**src/sv/odt_pkg.sv**
```systemverilog
// Shared types and constants of the one-shot delay timer.
package odt_pkg;

    localparam int TICKS_PER_CYCLE = 256;
    localparam int TICK_W          = $clog2(TICKS_PER_CYCLE);

    localparam int DUR_W  = 16;
    localparam int CYC_W  = 12;
    localparam int CPS_W  = 8;
    localparam int OVF_W  = 16;
    localparam int PROD_W = DUR_W + CPS_W;

    // duration * 10 needs four more bits than the duration itself
    localparam int T_W       = DUR_W + 4;
    localparam int Q_W       = T_W + TICK_W;
    localparam int DIV_CNT_W = $clog2(Q_W);

    localparam int CFG_IDX_W  = 2;
    localparam int CFG_DATA_W = 12;

    localparam logic [CFG_IDX_W-1:0] CFG_CYCLE_TENTHS_MS   = CFG_IDX_W'(0);
    localparam logic [CFG_IDX_W-1:0] CFG_CYCLES_PER_SECOND = CFG_IDX_W'(1);

    localparam logic [CYC_W-1:0] CYCLE_TENTHS_MS_RST   = CYC_W'(163);
    localparam logic [CPS_W-1:0] CYCLES_PER_SECOND_RST = CPS_W'(61);

    typedef enum logic [1:0] {
        OP_START_MS = 2'd0,
        OP_START_S  = 2'd1,
        OP_STOP     = 2'd2,
        OP_TICK     = 2'd3
    } op_t;

    typedef enum logic [1:0] {
        PH_IDLE = 2'd0,
        PH_OVF  = 2'd1,
        PH_CMP  = 2'd2
    } phase_t;

    typedef struct packed {
        op_t              op;
        logic [DUR_W-1:0] duration;
    } in_item_t;

    typedef struct packed {
        logic   active;
        logic   expired;
        phase_t phase;
    } out_item_t;

endpackage

```
**src/sv/one_shot_delay_timer.sv**
```systemverilog
// Top level of the one-shot delay timer: command sequencer, timer state and result register.

// Every request yields exactly one result. Tick, stop and seconds-start requests are
// handled in the cycle they are accepted, so their result is registered in the cycle after.
// A milliseconds start runs duration * 10 * 256 through a restoring divider that produces
// one quotient bit per cycle over its 28-bit dividend; the result is written once the
// divider is done and the output is free, and no further request is taken until then.
// Configuration writes are always accepted and take effect at once; they are meant to be
// made while no request is in progress.
module one_shot_delay_timer (
    input  logic                           aclk,
    input  logic                           aresetn,
    input  logic                           s_valid,
    output logic                           s_ready,
    input  odt_pkg::in_item_t              s_payload,
    output logic                           m_valid,
    input  logic                           m_ready,
    output odt_pkg::out_item_t             m_payload,
    input  logic                           cfg_valid,
    output logic                           cfg_ready,
    input  logic [odt_pkg::CFG_IDX_W-1:0]  cfg_index,
    input  logic [odt_pkg::CFG_DATA_W-1:0] cfg_data
);
    import odt_pkg::*;

    typedef enum logic [1:0] {
        ST_IDLE,
        ST_DIV,
        ST_LOAD
    } state_t;

    state_t            state_reg, state_next;
    phase_t            phase_reg, phase_next;
    logic [TICK_W-1:0] tick_reg, tick_next;
    logic [OVF_W-1:0]  ovf_reg, ovf_next;
    logic [TICK_W-1:0] rtop_reg, rtop_next;
    logic              m_valid_reg, m_valid_next;
    out_item_t         m_payload_reg, m_payload_next;
    logic [CYC_W-1:0]  cyc_tenths_reg;
    logic [CPS_W-1:0]  cps_reg;

    logic              in_acc;
    logic              out_slot;
    logic              expired_v;
    logic              out_write;
    logic [T_W-1:0]    dur_x10;
    logic [CYC_W-1:0]  divisor;
    logic              div_done;
    logic [Q_W-1:0]    div_quo;
    logic [OVF_W-1:0]  ms_cycles;
    logic [PROD_W-1:0] sec_prod;
    logic [OVF_W-1:0]  sec_cycles;

    assign out_slot  = !m_valid_reg || m_ready;
    assign s_ready   = (state_reg == ST_IDLE) && out_slot;
    assign in_acc    = s_valid && s_ready;
    assign cfg_ready = 1'b1;

    assign dur_x10 = (T_W'(s_payload.duration) << 3) + (T_W'(s_payload.duration) << 1);
    assign divisor = (cyc_tenths_reg == '0) ? CYC_W'(1) : cyc_tenths_reg;

    odt_div u_div (
        .aclk     (aclk),
        .aresetn  (aresetn),
        .start    (in_acc && (s_payload.op == OP_START_MS)),
        .dividend ({dur_x10, TICK_W'(0)}),
        .divisor  (divisor),
        .done     (div_done),
        .quotient (div_quo)
    );

    // The low quotient bits are the scaled remainder; the upper ones count whole cycles.
    assign ms_cycles = (|div_quo[Q_W-1:OVF_W+TICK_W]) ? '1 : div_quo[OVF_W+TICK_W-1:TICK_W];

    assign sec_prod   = PROD_W'(s_payload.duration) * PROD_W'(cps_reg);
    assign sec_cycles = (|sec_prod[PROD_W-1:OVF_W]) ? '1 : sec_prod[OVF_W-1:0];

    always_comb begin
        state_next     = state_reg;
        phase_next     = phase_reg;
        tick_next      = tick_reg;
        ovf_next       = ovf_reg;
        rtop_next      = rtop_reg;
        expired_v      = 1'b0;
        out_write      = 1'b0;

        unique case (state_reg)
            ST_IDLE: begin
                if (in_acc) begin
                    unique case (s_payload.op)
                        OP_START_MS: begin
                            state_next = ST_DIV;
                        end
                        OP_START_S: begin
                            out_write = 1'b1;
                            tick_next = '0;
                            rtop_next = '0;
                            if (sec_cycles != '0) begin
                                ovf_next   = sec_cycles;
                                phase_next = PH_OVF;
                            end else begin
                                ovf_next   = '0;
                                phase_next = PH_IDLE;
                            end
                        end
                        OP_STOP: begin
                            out_write  = 1'b1;
                            tick_next  = '0;
                            ovf_next   = '0;
                            rtop_next  = '0;
                            phase_next = PH_IDLE;
                        end
                        OP_TICK: begin
                            out_write = 1'b1;
                            unique case (phase_reg)
                                PH_OVF: begin
                                    if ({1'b0, tick_reg} + (TICK_W+1)'(1)
                                            >= (TICK_W+1)'(TICKS_PER_CYCLE)) begin
                                        tick_next = '0;
                                        if (ovf_reg > OVF_W'(1)) begin
                                            ovf_next = ovf_reg - OVF_W'(1);
                                        end else begin
                                            ovf_next   = '0;
                                            phase_next = PH_CMP;
                                        end
                                    end else begin
                                        tick_next = tick_reg + TICK_W'(1);
                                    end
                                end
                                PH_CMP: begin
                                    if (tick_reg == rtop_reg) begin
                                        expired_v  = 1'b1;
                                        tick_next  = '0;
                                        ovf_next   = '0;
                                        rtop_next  = '0;
                                        phase_next = PH_IDLE;
                                    end else begin
                                        tick_next = tick_reg + TICK_W'(1);
                                    end
                                end
                                default: begin
                                end
                            endcase
                        end
                    endcase
                end
            end
            ST_DIV: begin
                if (div_done) begin
                    state_next = ST_LOAD;
                end
            end
            ST_LOAD: begin
                if (out_slot) begin
                    out_write  = 1'b1;
                    state_next = ST_IDLE;
                    tick_next  = '0;
                    rtop_next  = div_quo[TICK_W-1:0];
                    if (ms_cycles != '0) begin
                        ovf_next   = ms_cycles;
                        phase_next = PH_OVF;
                    end else begin
                        ovf_next   = '0;
                        phase_next = PH_CMP;
                    end
                end
            end
            default: begin
                state_next = ST_IDLE;
            end
        endcase

        m_payload_next = m_payload_reg;
        m_valid_next   = m_valid_reg && !m_ready;
        if (out_write) begin
            m_valid_next           = 1'b1;
            m_payload_next.active  = (phase_next != PH_IDLE);
            m_payload_next.expired = expired_v;
            m_payload_next.phase   = phase_next;
        end
    end

    always_ff @(posedge aclk) begin
        m_payload_reg <= m_payload_next;
        if (!aresetn) begin
            state_reg      <= ST_IDLE;
            phase_reg      <= PH_IDLE;
            tick_reg       <= '0;
            ovf_reg        <= '0;
            rtop_reg       <= '0;
            m_valid_reg    <= 1'b0;
            cyc_tenths_reg <= CYCLE_TENTHS_MS_RST;
            cps_reg        <= CYCLES_PER_SECOND_RST;
        end else begin
            state_reg   <= state_next;
            phase_reg   <= phase_next;
            tick_reg    <= tick_next;
            ovf_reg     <= ovf_next;
            rtop_reg    <= rtop_next;
            m_valid_reg <= m_valid_next;
            if (cfg_valid && cfg_ready) begin
                unique case (cfg_index)
                    CFG_CYCLE_TENTHS_MS:   cyc_tenths_reg <= cfg_data[CYC_W-1:0];
                    CFG_CYCLES_PER_SECOND: cps_reg        <= cfg_data[CPS_W-1:0];
                    default: begin
                    end
                endcase
            end
        end
    end

    assign m_valid   = m_valid_reg;
    assign m_payload = m_payload_reg;

`ifndef ASSERT_OFF
    a_div_to_load: assert property (@(posedge aclk) disable iff (!aresetn)
        (state_reg == ST_DIV && div_done) |=> (state_reg == ST_LOAD))
        else $error("divider completion did not move the sequencer to the load step");

    a_ms_start_busy: assert property (@(posedge aclk) disable iff (!aresetn)
        (in_acc && s_payload.op == OP_START_MS) |=> (state_reg == ST_DIV && !s_ready))
        else $error("milliseconds start did not hold off further requests");

    a_idle_clear: assert property (@(posedge aclk) disable iff (!aresetn)
        (phase_reg == PH_IDLE) |-> (tick_reg == '0 && ovf_reg == '0 && rtop_reg == '0))
        else $error("timer state not cleared while idle");

    a_ovf_nonzero: assert property (@(posedge aclk) disable iff (!aresetn)
        (phase_reg == PH_OVF) |-> (ovf_reg != '0))
        else $error("overflow phase entered with no cycles left");
`endif

endmodule

```
**src/sv/odt_div.sv**
```systemverilog
// Iterative restoring divider: one quotient bit per clock cycle.
module odt_div (
    input  logic                      aclk,
    input  logic                      aresetn,
    input  logic                      start,
    input  logic [odt_pkg::Q_W-1:0]   dividend,
    input  logic [odt_pkg::CYC_W-1:0] divisor,
    output logic                      done,
    output logic [odt_pkg::Q_W-1:0]   quotient
);
    import odt_pkg::*;

    logic [CYC_W:0]     rem_reg, rem_next;
    logic [Q_W-1:0]     quo_reg, quo_next;
    logic [CYC_W-1:0]   dvs_reg, dvs_next;
    logic [DIV_CNT_W-1:0] cnt_reg, cnt_next;
    logic               busy_reg, busy_next;
    logic               done_reg, done_next;

    logic [CYC_W:0]     rem_sh;
    logic [CYC_W+1:0]   diff;
    logic               fits;

    always_comb begin
        rem_sh = {rem_reg[CYC_W-1:0], quo_reg[Q_W-1]};
        diff   = {1'b0, rem_sh} - {2'b00, dvs_reg};
        fits   = !diff[CYC_W+1];

        rem_next  = rem_reg;
        quo_next  = quo_reg;
        dvs_next  = dvs_reg;
        cnt_next  = cnt_reg;
        busy_next = busy_reg;
        done_next = 1'b0;

        if (start) begin
            rem_next  = '0;
            quo_next  = dividend;
            dvs_next  = divisor;
            cnt_next  = '0;
            busy_next = 1'b1;
        end else if (busy_reg) begin
            rem_next = fits ? diff[CYC_W:0] : rem_sh;
            quo_next = {quo_reg[Q_W-2:0], fits};
            cnt_next = cnt_reg + DIV_CNT_W'(1);
            if (cnt_reg == DIV_CNT_W'(Q_W - 1)) begin
                busy_next = 1'b0;
                done_next = 1'b1;
            end
        end
    end

    always_ff @(posedge aclk) begin
        rem_reg <= rem_next;
        quo_reg <= quo_next;
        dvs_reg <= dvs_next;
        cnt_reg <= cnt_next;
        if (!aresetn) begin
            busy_reg <= 1'b0;
            done_reg <= 1'b0;
        end else begin
            busy_reg <= busy_next;
            done_reg <= done_next;
        end
    end

    assign done     = done_reg;
    assign quotient = quo_reg;

endmodule
```
**config.mk**
```make
export PLATFORM = sky130hd
export DESIGN_NAME = one_shot_delay_timer
export DESIGN_NICKNAME = d
export VERILOG_FILES = /design/src/sv/odt_pkg.sv /design/src/sv/one_shot_delay_timer.sv /design/src/sv/odt_div.sv
export SDC_FILE = /design/constraint.sdc
export NUM_CORES = 1
export LEC_CHECK = 0
export BUFFER_PORTS_ARGS = -buffer_cell sky130_fd_sc_hd__buf_2
export CAP_MARGIN = 25
export CORE_MARGIN = 3
export CORE_UTILIZATION = 40
export CTS_CLUSTER_DIAMETER = 80
export DETAILED_ROUTE_END_ITERATION = 16
export SETUP_SLACK_MARGIN = 0.05
export SYNTH_ARGS = -nofsm -noshare
export SYNTH_HDL_FRONTEND = slang
export SYNTH_SLANG_ARGS = --single-unit
```
**constraint.sdc**
```tcl
create_clock -name aclk -period 10 [get_ports aclk]
set_clock_uncertainty 0.1 [all_clocks]
set_input_delay 2 -clock aclk [delete_from_list [all_inputs] [get_ports aclk]]
set_output_delay 2 -clock aclk [all_outputs]
set_load 0.01 [all_outputs]
```
==> metrics.txt, run 1 <==
total CTS buffers 17; critical path class input port to flip-flop; Core Footprint between 20000 and 30000 µm²; Die Span Y 171 µm; CP max stage delay ~640 ps; CP required 10060 ps; grt total ovfl 0; initial drt markers just over 600; reg2reg setup slack approximately 3100 ps; crit end category flip-flop; CP Data Arrival Time roughly 7900 ps; utilization after layout 0.451; post-synth net total 1499; fraction of layout instances using a drive strength above 1 0.0653; Unique masters post-synth 64; Yosys reg bits 120; non-filler cells, final 1652; Worst slew margin 0.419; gr usage total 0.181; post_cts resized 0; first-pass GRT wire length approximately 44 mm; Startpoint Class input port; Worst-path clk slew 50 ps; CP Max Fanout 16; Largest register FFs 28; Root Driver clkbuf_16; hold buffer count at cts 0; reg2reg path depth 19; share of the clock period used by the worst path 0.783; routed vias between 8000 and 9000; final setup fails 0; total power between 2 and 3 mW; slowest cell on the critical path nand4_1; worst r2r src cps_reg[7]; status finished, final reports clean; register area share after synthesis 0.253; count of final hold-check violations 0; Cells after DPL approximately 1600; DR vias/cell around 5.3; drt total wl ~25 mm; Die ar. roughly 30000 µm²; Tmin final around 7800 ps; Post-Syn Area approximately 11000 µm²; Pleak roughly 5.3 nW; RSZ-0062 raised after global routing no; I/O Buffers between 40 and 50; Post-CTS Setup Repair Bufs 0; warnings from Yosys 0; r2r endpoint m_payload[3]; Synth Flop Type dfxtp_1; I/O pin total 44; Max VDD drop around 0.11 mV; Final Max Tran Viols 0; Layout fillers ~2700; Post-synth EDFFs 36; Mapped Cells around 1300; Power Density about 210 nW/µm²; CTS tree yes; DP HPWL roughly 19 mm; cell breakdown of the critical path buf_2, nand2_1, fa_1, fa_1, inv_1, fa_1, inv_1, fa_1, inv_1, ha_1, o211ai_1, nor3_1, nor2_1, o31ai_1, mux2i_1, a211oi_1, nand4_1, or2_1, o21ai_2, nand2b_1; worst slew pin tran 868 ps; Post-layout nets between 1500 and 2000; starting density of the core 0.414; vias in the first global route 8947; Post-synth ARST share 0; H-Tree Depth 4; Die Span X approximately 170 µm; row count 59; Worst-Skew Late Latency 420 ps; Max-Cap Viols 0; clock sink count 120; Critical path origin s_payload[0]; Pre-antenna DRT Iters 5; largest net degree at the start of global routing 43; initial antenna violation count 0; Fin Setup TNS 0 ps; CP most frequent cell fa_1; Avg WL per Cell 15.4 µm; Area growth syn-to-layout 9.15%; syn avg cell area between 8 and 9 µm²; Final ANT Viol Nets 0; ant diodes 0; Clock Tree Buf Depth 2; FMAX roughly 130 MHz; Critical path destination m_payload[3]; RePlAce Congestion 0.849; residual DRC count 0; HP Class flip-flop to flip-flop
[placed cells by master, fill, tap and decap left out, types with 8 or more instances in the layout]
cell type,netlist,layout
nor2b_1,11,11
fa_1,86,86
mux2i_1,19,19
a31oi_1,10,10
a21oi_1,65,65
a211oi_1,11,11
and2_1,106,106
and3_1,13,13
nor3_1,17,17
o211ai_1,13,13
o21ai_1,28,28
nand4b_1,9,9
xnor2_1,22,22
o21ai_0,61,61
nand2_1,145,145
dfxtp_1,84,84
nand2b_1,12,12
edfxtp_1,36,36
nor4_1,8,8
clkbuf_16,0,17
or3_1,11,11
nor2_1,75,75
xor2_1,33,33
a21o_1,17,17
nand3_1,41,41
ha_1,80,80
inv_1,138,138
buf_2,0,43
[layer usage]
metal | routed length (µm) | GRT usage
met5 | 0 | 0
met4 | 336 | 0.0402
met3 | 866 | 0.0276
met2 | 11700 | 0.301
met1 | 12400 | 0.251
[cells in the mapped netlist (19+ instances only)]
library cell  count  area, µm²
inv_1           138        518
edfxtp_1         36       1080
clkbuf_1         56        210
nor2_1           75        282
a21oi_1          65        325
nand3_1          41        205
and2_1          106        663
xor2_1           33        289
nand2_1         145        544
mux2i_1          19        190
dfxtp_1          84       1680
o21ai_1          28        140
fa_1             86       1720
o21ai_0          61        305
ha_1             80       1000
xnor2_1          22        193
[cells by family (layout without fill, tap and decap cells)]
kind of cell | after synthesis | in the layout | share of synthesized area
AND/OR/NAND/NOR | 480 | 480 | 0.223
AO/OA/AOI/OAI | 257 | 257 | 0.145
buffers and inverters | 198 | 219 | 0.0684
adder cells (fa/ha/maj) | 166 | 166 | 0.249
flip-flops | 120 | 120 | 0.253
XOR/XNOR | 55 | 55 | 0.0441
multiplexers | 19 | 19 | 0.0174
other | 1 | 1 | 0.000343
[how the worst min path moves through the flow]
stage	end	cells after the start	from	slack (ps)
2_1_floorplan	u_div.rem_reg[11]	2	u_div.rem_reg[11]	330
3_3_place_gp	u_div.dvs_reg[3]	0	cyc_tenths_reg[3]	340
3_5_place_dp	u_div.dvs_reg[3]	0	cyc_tenths_reg[3]	340
4_1_cts	u_div.dvs_reg[3]	0	cyc_tenths_reg[3]	360
5_1_grt	rtop_reg[5]	2	rtop_reg[5]	380
6_report	u_div.dvs_reg[3]	0	cyc_tenths_reg[3]	350
[worst max-delay path, delay by kind of cell]
kind | cells | cell delay (ps)
adder cells (fa/ha/maj) | 5 | 2480
AND/OR/NAND/NOR | 6 | 1730
AO/OA/AOI/OAI | 4 | 1170
buffers and inverters | 4 | 360
multiplexers | 1 | 160
[cell type report]
cell class	count	area, µm²	share of cell area
clock inverter	12	109	0.00913
clock buffer	20	437	0.0366
multi-input combinational	978	7420	0.622
timing repair buffer	49	264	0.0221
sequential	120	2760	0.232
inverter	138	518	0.0434
tap	335	419	0.0351
[where the power goes]
part,total [mW],internal [mW],switching (mW)
registers,0.598,0.551,0.0470
logic,1.36,0.548,0.815
clock network,0.574,0.360,0.214
[through the flow]
step | setup slack, ps | hold WS, ps | instance area, µm²
floorplan | 2660 | 333 | 10900
global placement | 1830 | 342 | 11400
detailed placement | 1820 | 341 | 11400
CTS | 2250 | 357 | 11900
global route | 1730 | 379 | 11900
finish | 2170 | 354 | 11900
Power figures use the tool's default switching activity.
==> run 2: changes to the inputs <==
--- a/config.mk
+++ b/config.mk
@@ -5,6 +5,7 @@
 export SDC_FILE = /design/constraint.sdc
 export NUM_CORES = 1
 export LEC_CHECK = 0
+export ABC_AREA = 1
 export BUFFER_PORTS_ARGS = -buffer_cell sky130_fd_sc_hd__buf_2
 export CAP_MARGIN = 25
 export CORE_MARGIN = 3
==> constraint.sdc (replaced) <==
create_clock -name aclk -period 8.1 [get_ports aclk]
set_clock_uncertainty 0.1 [all_clocks]
set_input_delay 1.62 -clock aclk [delete_from_list [all_inputs] [get_ports aclk]]
set_output_delay 1.62 -clock aclk [all_outputs]
set_load 0.01 [all_outputs]
==> run 2 against run 1 <==
Global-route usage is 0.75 points higher. Critical path type unchanged. Core utilization about the same. Combinational power grew 64%. Wire length up 11%. Via count grew 12%. Clock power rose by 39%. Sequential share of layout area decreased by 1.5 points. Critical endpoint unchanged. Count of clock-buffer cells in the layout down 3. Register-to-register slack got worse by 990 ps. Non-clock buffer count shrank 3. Area after synthesis up 7.1%. Total power is 49% higher.
==> metrics.txt, run 2 <==
worst setup margin 1510 ps (-660 ps); Yosys reg bits 120 (unchanged); Tmin final approximately 6600 ps; Final Max Tran Viols 0 (unchanged); routed vias 9899 (+12%); Die Span Y 177 µm (+3.4%); Post-synth top cells nand2_1 (444), inv_1 (377), a21oi_1 (90), fa_1 (86), dfxtp_1 (84); DP HPWL 22.3 mm (+16%); Worst slew margin 0.337 (-0.0826); largest net degree at the start of global routing 40 (-7.0%); post_cts resized 0 (unchanged); critical path class input port to flip-flop; Post-layout nets 1876 (+24%); vias in the first global route 9897 (+11%); commonest non-fill, non-tap cell in the layout nand2_1; Die Span X 177 µm (+3.4%); Pre-antenna DRT Iters 5 (unchanged); Final Cell Area 12800 µm² (+7.1%); Fin Hold WS 333 ps (-21.4 ps); Layout fillers 2912 (+9.4%); H-Tree Depth 4 (unchanged); Unique masters post-synth 50 (-22%); Post-Syn Area 11700 µm² (+7.1%); drt total wl 28.3 mm (+11%); CP Max Fanout 17 (+1); register area share after synthesis 0.236 (-0.0167); initial antenna violation count 0 (unchanged); RSZ-0062 raised after global routing no; Largest register FFs 28 (unchanged); share of the synthesized area in the top cell type 0.147 (-0.0104); status finished, final reports clean; most frequent cells in the layout nand2_1 (444), inv_1 (377), a21oi_1 (90); total CTS buffers 17 (unchanged); FMAX around 150 MHz; top cell type by total area after synthesis fa_1; share of the clock period used by the worst path 0.813; Top Metal Used met4; CP required 8140 ps (-1920 ps); ant diodes 0 (unchanged); syn avg cell area 6.98 µm² (-17%); Clock Tree Buf Depth 2 (unchanged); Worst-Skew Late Latency 410 ps (about the same); final setup fails 0 (unchanged); DRT met1 WL 12.7 mm (+1.9%); clock sink count 120 (unchanged); DR WL met2 14.5 mm (+23%); row count 61 (+3.4%); worst slew pin tran 987 ps (+119 ps); gr usage total 0.188 (+0.00751); Power Density 295 nW/µm² (+39%); Root Driver clkbuf_16; Post-Place Cell Area 12200 µm² (+6.8%); Max VDD drop 0.176 mV (+66%); first-pass GRT wire length 48.1 mm (+10%); slowest cell on the critical path fa_1; Avg WL per Cell 13.7 µm (-11%); total power 3.77 mW (+49%); reg2reg setup slack 2130 ps (-990 ps); Die ar. 31300 µm² (+6.8%); Area contributors post-synth fa_1 (15%), dfxtp_1 (14%), nand2_1 (14%), inv_1 (12%), edfxtp_1 (9.2%); CP most frequent cell nand2_1; crit end category flip-flop; Final ANT Viol Nets 0 (unchanged); DR vias/cell 4.80 (-10%); CP max stage delay 560 ps (-80 ps); Mapped Cells 1677 (+29%); CP Data Arrival Time 6630 ps (-1260 ps); fraction of layout instances using a drive strength above 1 0.0712 (+0.00587); warnings from Yosys 0 (unchanged); met3 wire len 665 µm (-23%); I/O pin total 44 (unchanged); Max-Cap Viols 0 (unchanged); area occupied by multi-input gates 7220 µm² (-2.7%); Core Footprint 28300 µm² (+7.1%); count of final hold-check violations 0 (unchanged); dpl ws 1110 ps (-711 ps); post-synth net total 1880 (+25%); residual DRC count 0 (unchanged); Post-synth EDFFs 36 (unchanged); register area 2760 µm² (unchanged); Post-synth ARST share 0 (unchanged); HP Class flip-flop to flip-flop; Fin Setup TNS 0 ps (unchanged); Worst-path clk slew 70 ps (+20 ps); CTS tree yes; RePlAce Congestion 0.922 (+8.6%); Synth Flop Type dfxtp_1; hold buffer count at cts 0 (unchanged); Pleak 6.81 nW (+27%); count leader, synth nand2_1; initial drt markers 554 (-8.4%); starting density of the core 0.413 (about the same); Area growth syn-to-layout 9.16% (about the same); grt total ovfl 0 (unchanged); Startpoint Class input port; I/O Buffers 42 (unchanged); Post-CTS Setup Repair Bufs 0 (unchanged)
## run 2: cell types whose count changed after synthesis, moves of 13 or more
cell     change
a21o_1      -16
a21oi_1     +25
a21oi_2     +20
and2_1     -106
inv_1      +239
mux2i_1     -19
nand2_1    +299
nand3_1     +23
o21ai_0     +19
o21ai_1     -14
o22ai_1     +13
## run 2: final cells by class
| class | count | share of cell area |
|---|---|---|
| flip-flops and latches | 120 | 0.216 |
| clock buffers | 17 | 0.0333 |
| well taps | 378 | 0.0370 |
| clock inverters | 15 | 0.0151 |
| inverters | 383 | 0.113 |
| multi-input cells | 1105 | 0.565 |
| repair buffers | 46 | 0.0204 |
## run 2: final timing paths
path | cells past startpoint | endpoint | start
worst max-delay path | 25 | m_payload[3] | s_payload[0]
worst min-delay path | 0 | u_div.dvs_reg[4] | cyc_tenths_reg[4]
worst max register to register | 25 | m_payload[3] | cps_reg[4]
worst min register to register | 0 | u_div.dvs_reg[4] | cyc_tenths_reg[4]
## run 2: kinds of logic after synthesis
kind of cell,count (synthesis),share of synthesized area
buffers and inverters,452,0.147
other,1,0.000320
flip-flops,120,0.236
XOR/XNOR,44,0.0329
AND/OR/NAND/NOR,644,0.228
AO/OA/AOI/OAI,250,0.122
adder cells (fa/ha/maj),166,0.233
## run 2: worst max-delay path, delay by kind of cell
family | cells | cell delay, ps
and+or+nand+nor | 16 | 2060
buffers and inverters | 4 | 420
adders and majority gates | 5 | 2530
## run 2: report_power, final
| part | internal (mW) | total [mW] | switching [mW] |
|---|---|---|---|
| clock | 0.492 | 0.796 | 0.304 |
| combinational | 0.764 | 2.23 | 1.46 |
| sequential | 0.689 | 0.749 | 0.0604 |
## run 2: metrics by stage
step           utilization  std cells
2_1_floorplan            -       1677
3_3_place_gp         0.428       2031
3_5_place_dp         0.429       2032
4_1_cts              0.451       2064
5_1_grt              0.451       2064
6_report             0.451       2064
## run 2: metal layers
metal  up-vias  global-route usage
li1       5142                   -
met1      4597               0.236
met2       127               0.344
met3        33              0.0212
met4         0              0.0488
met5         -                   0
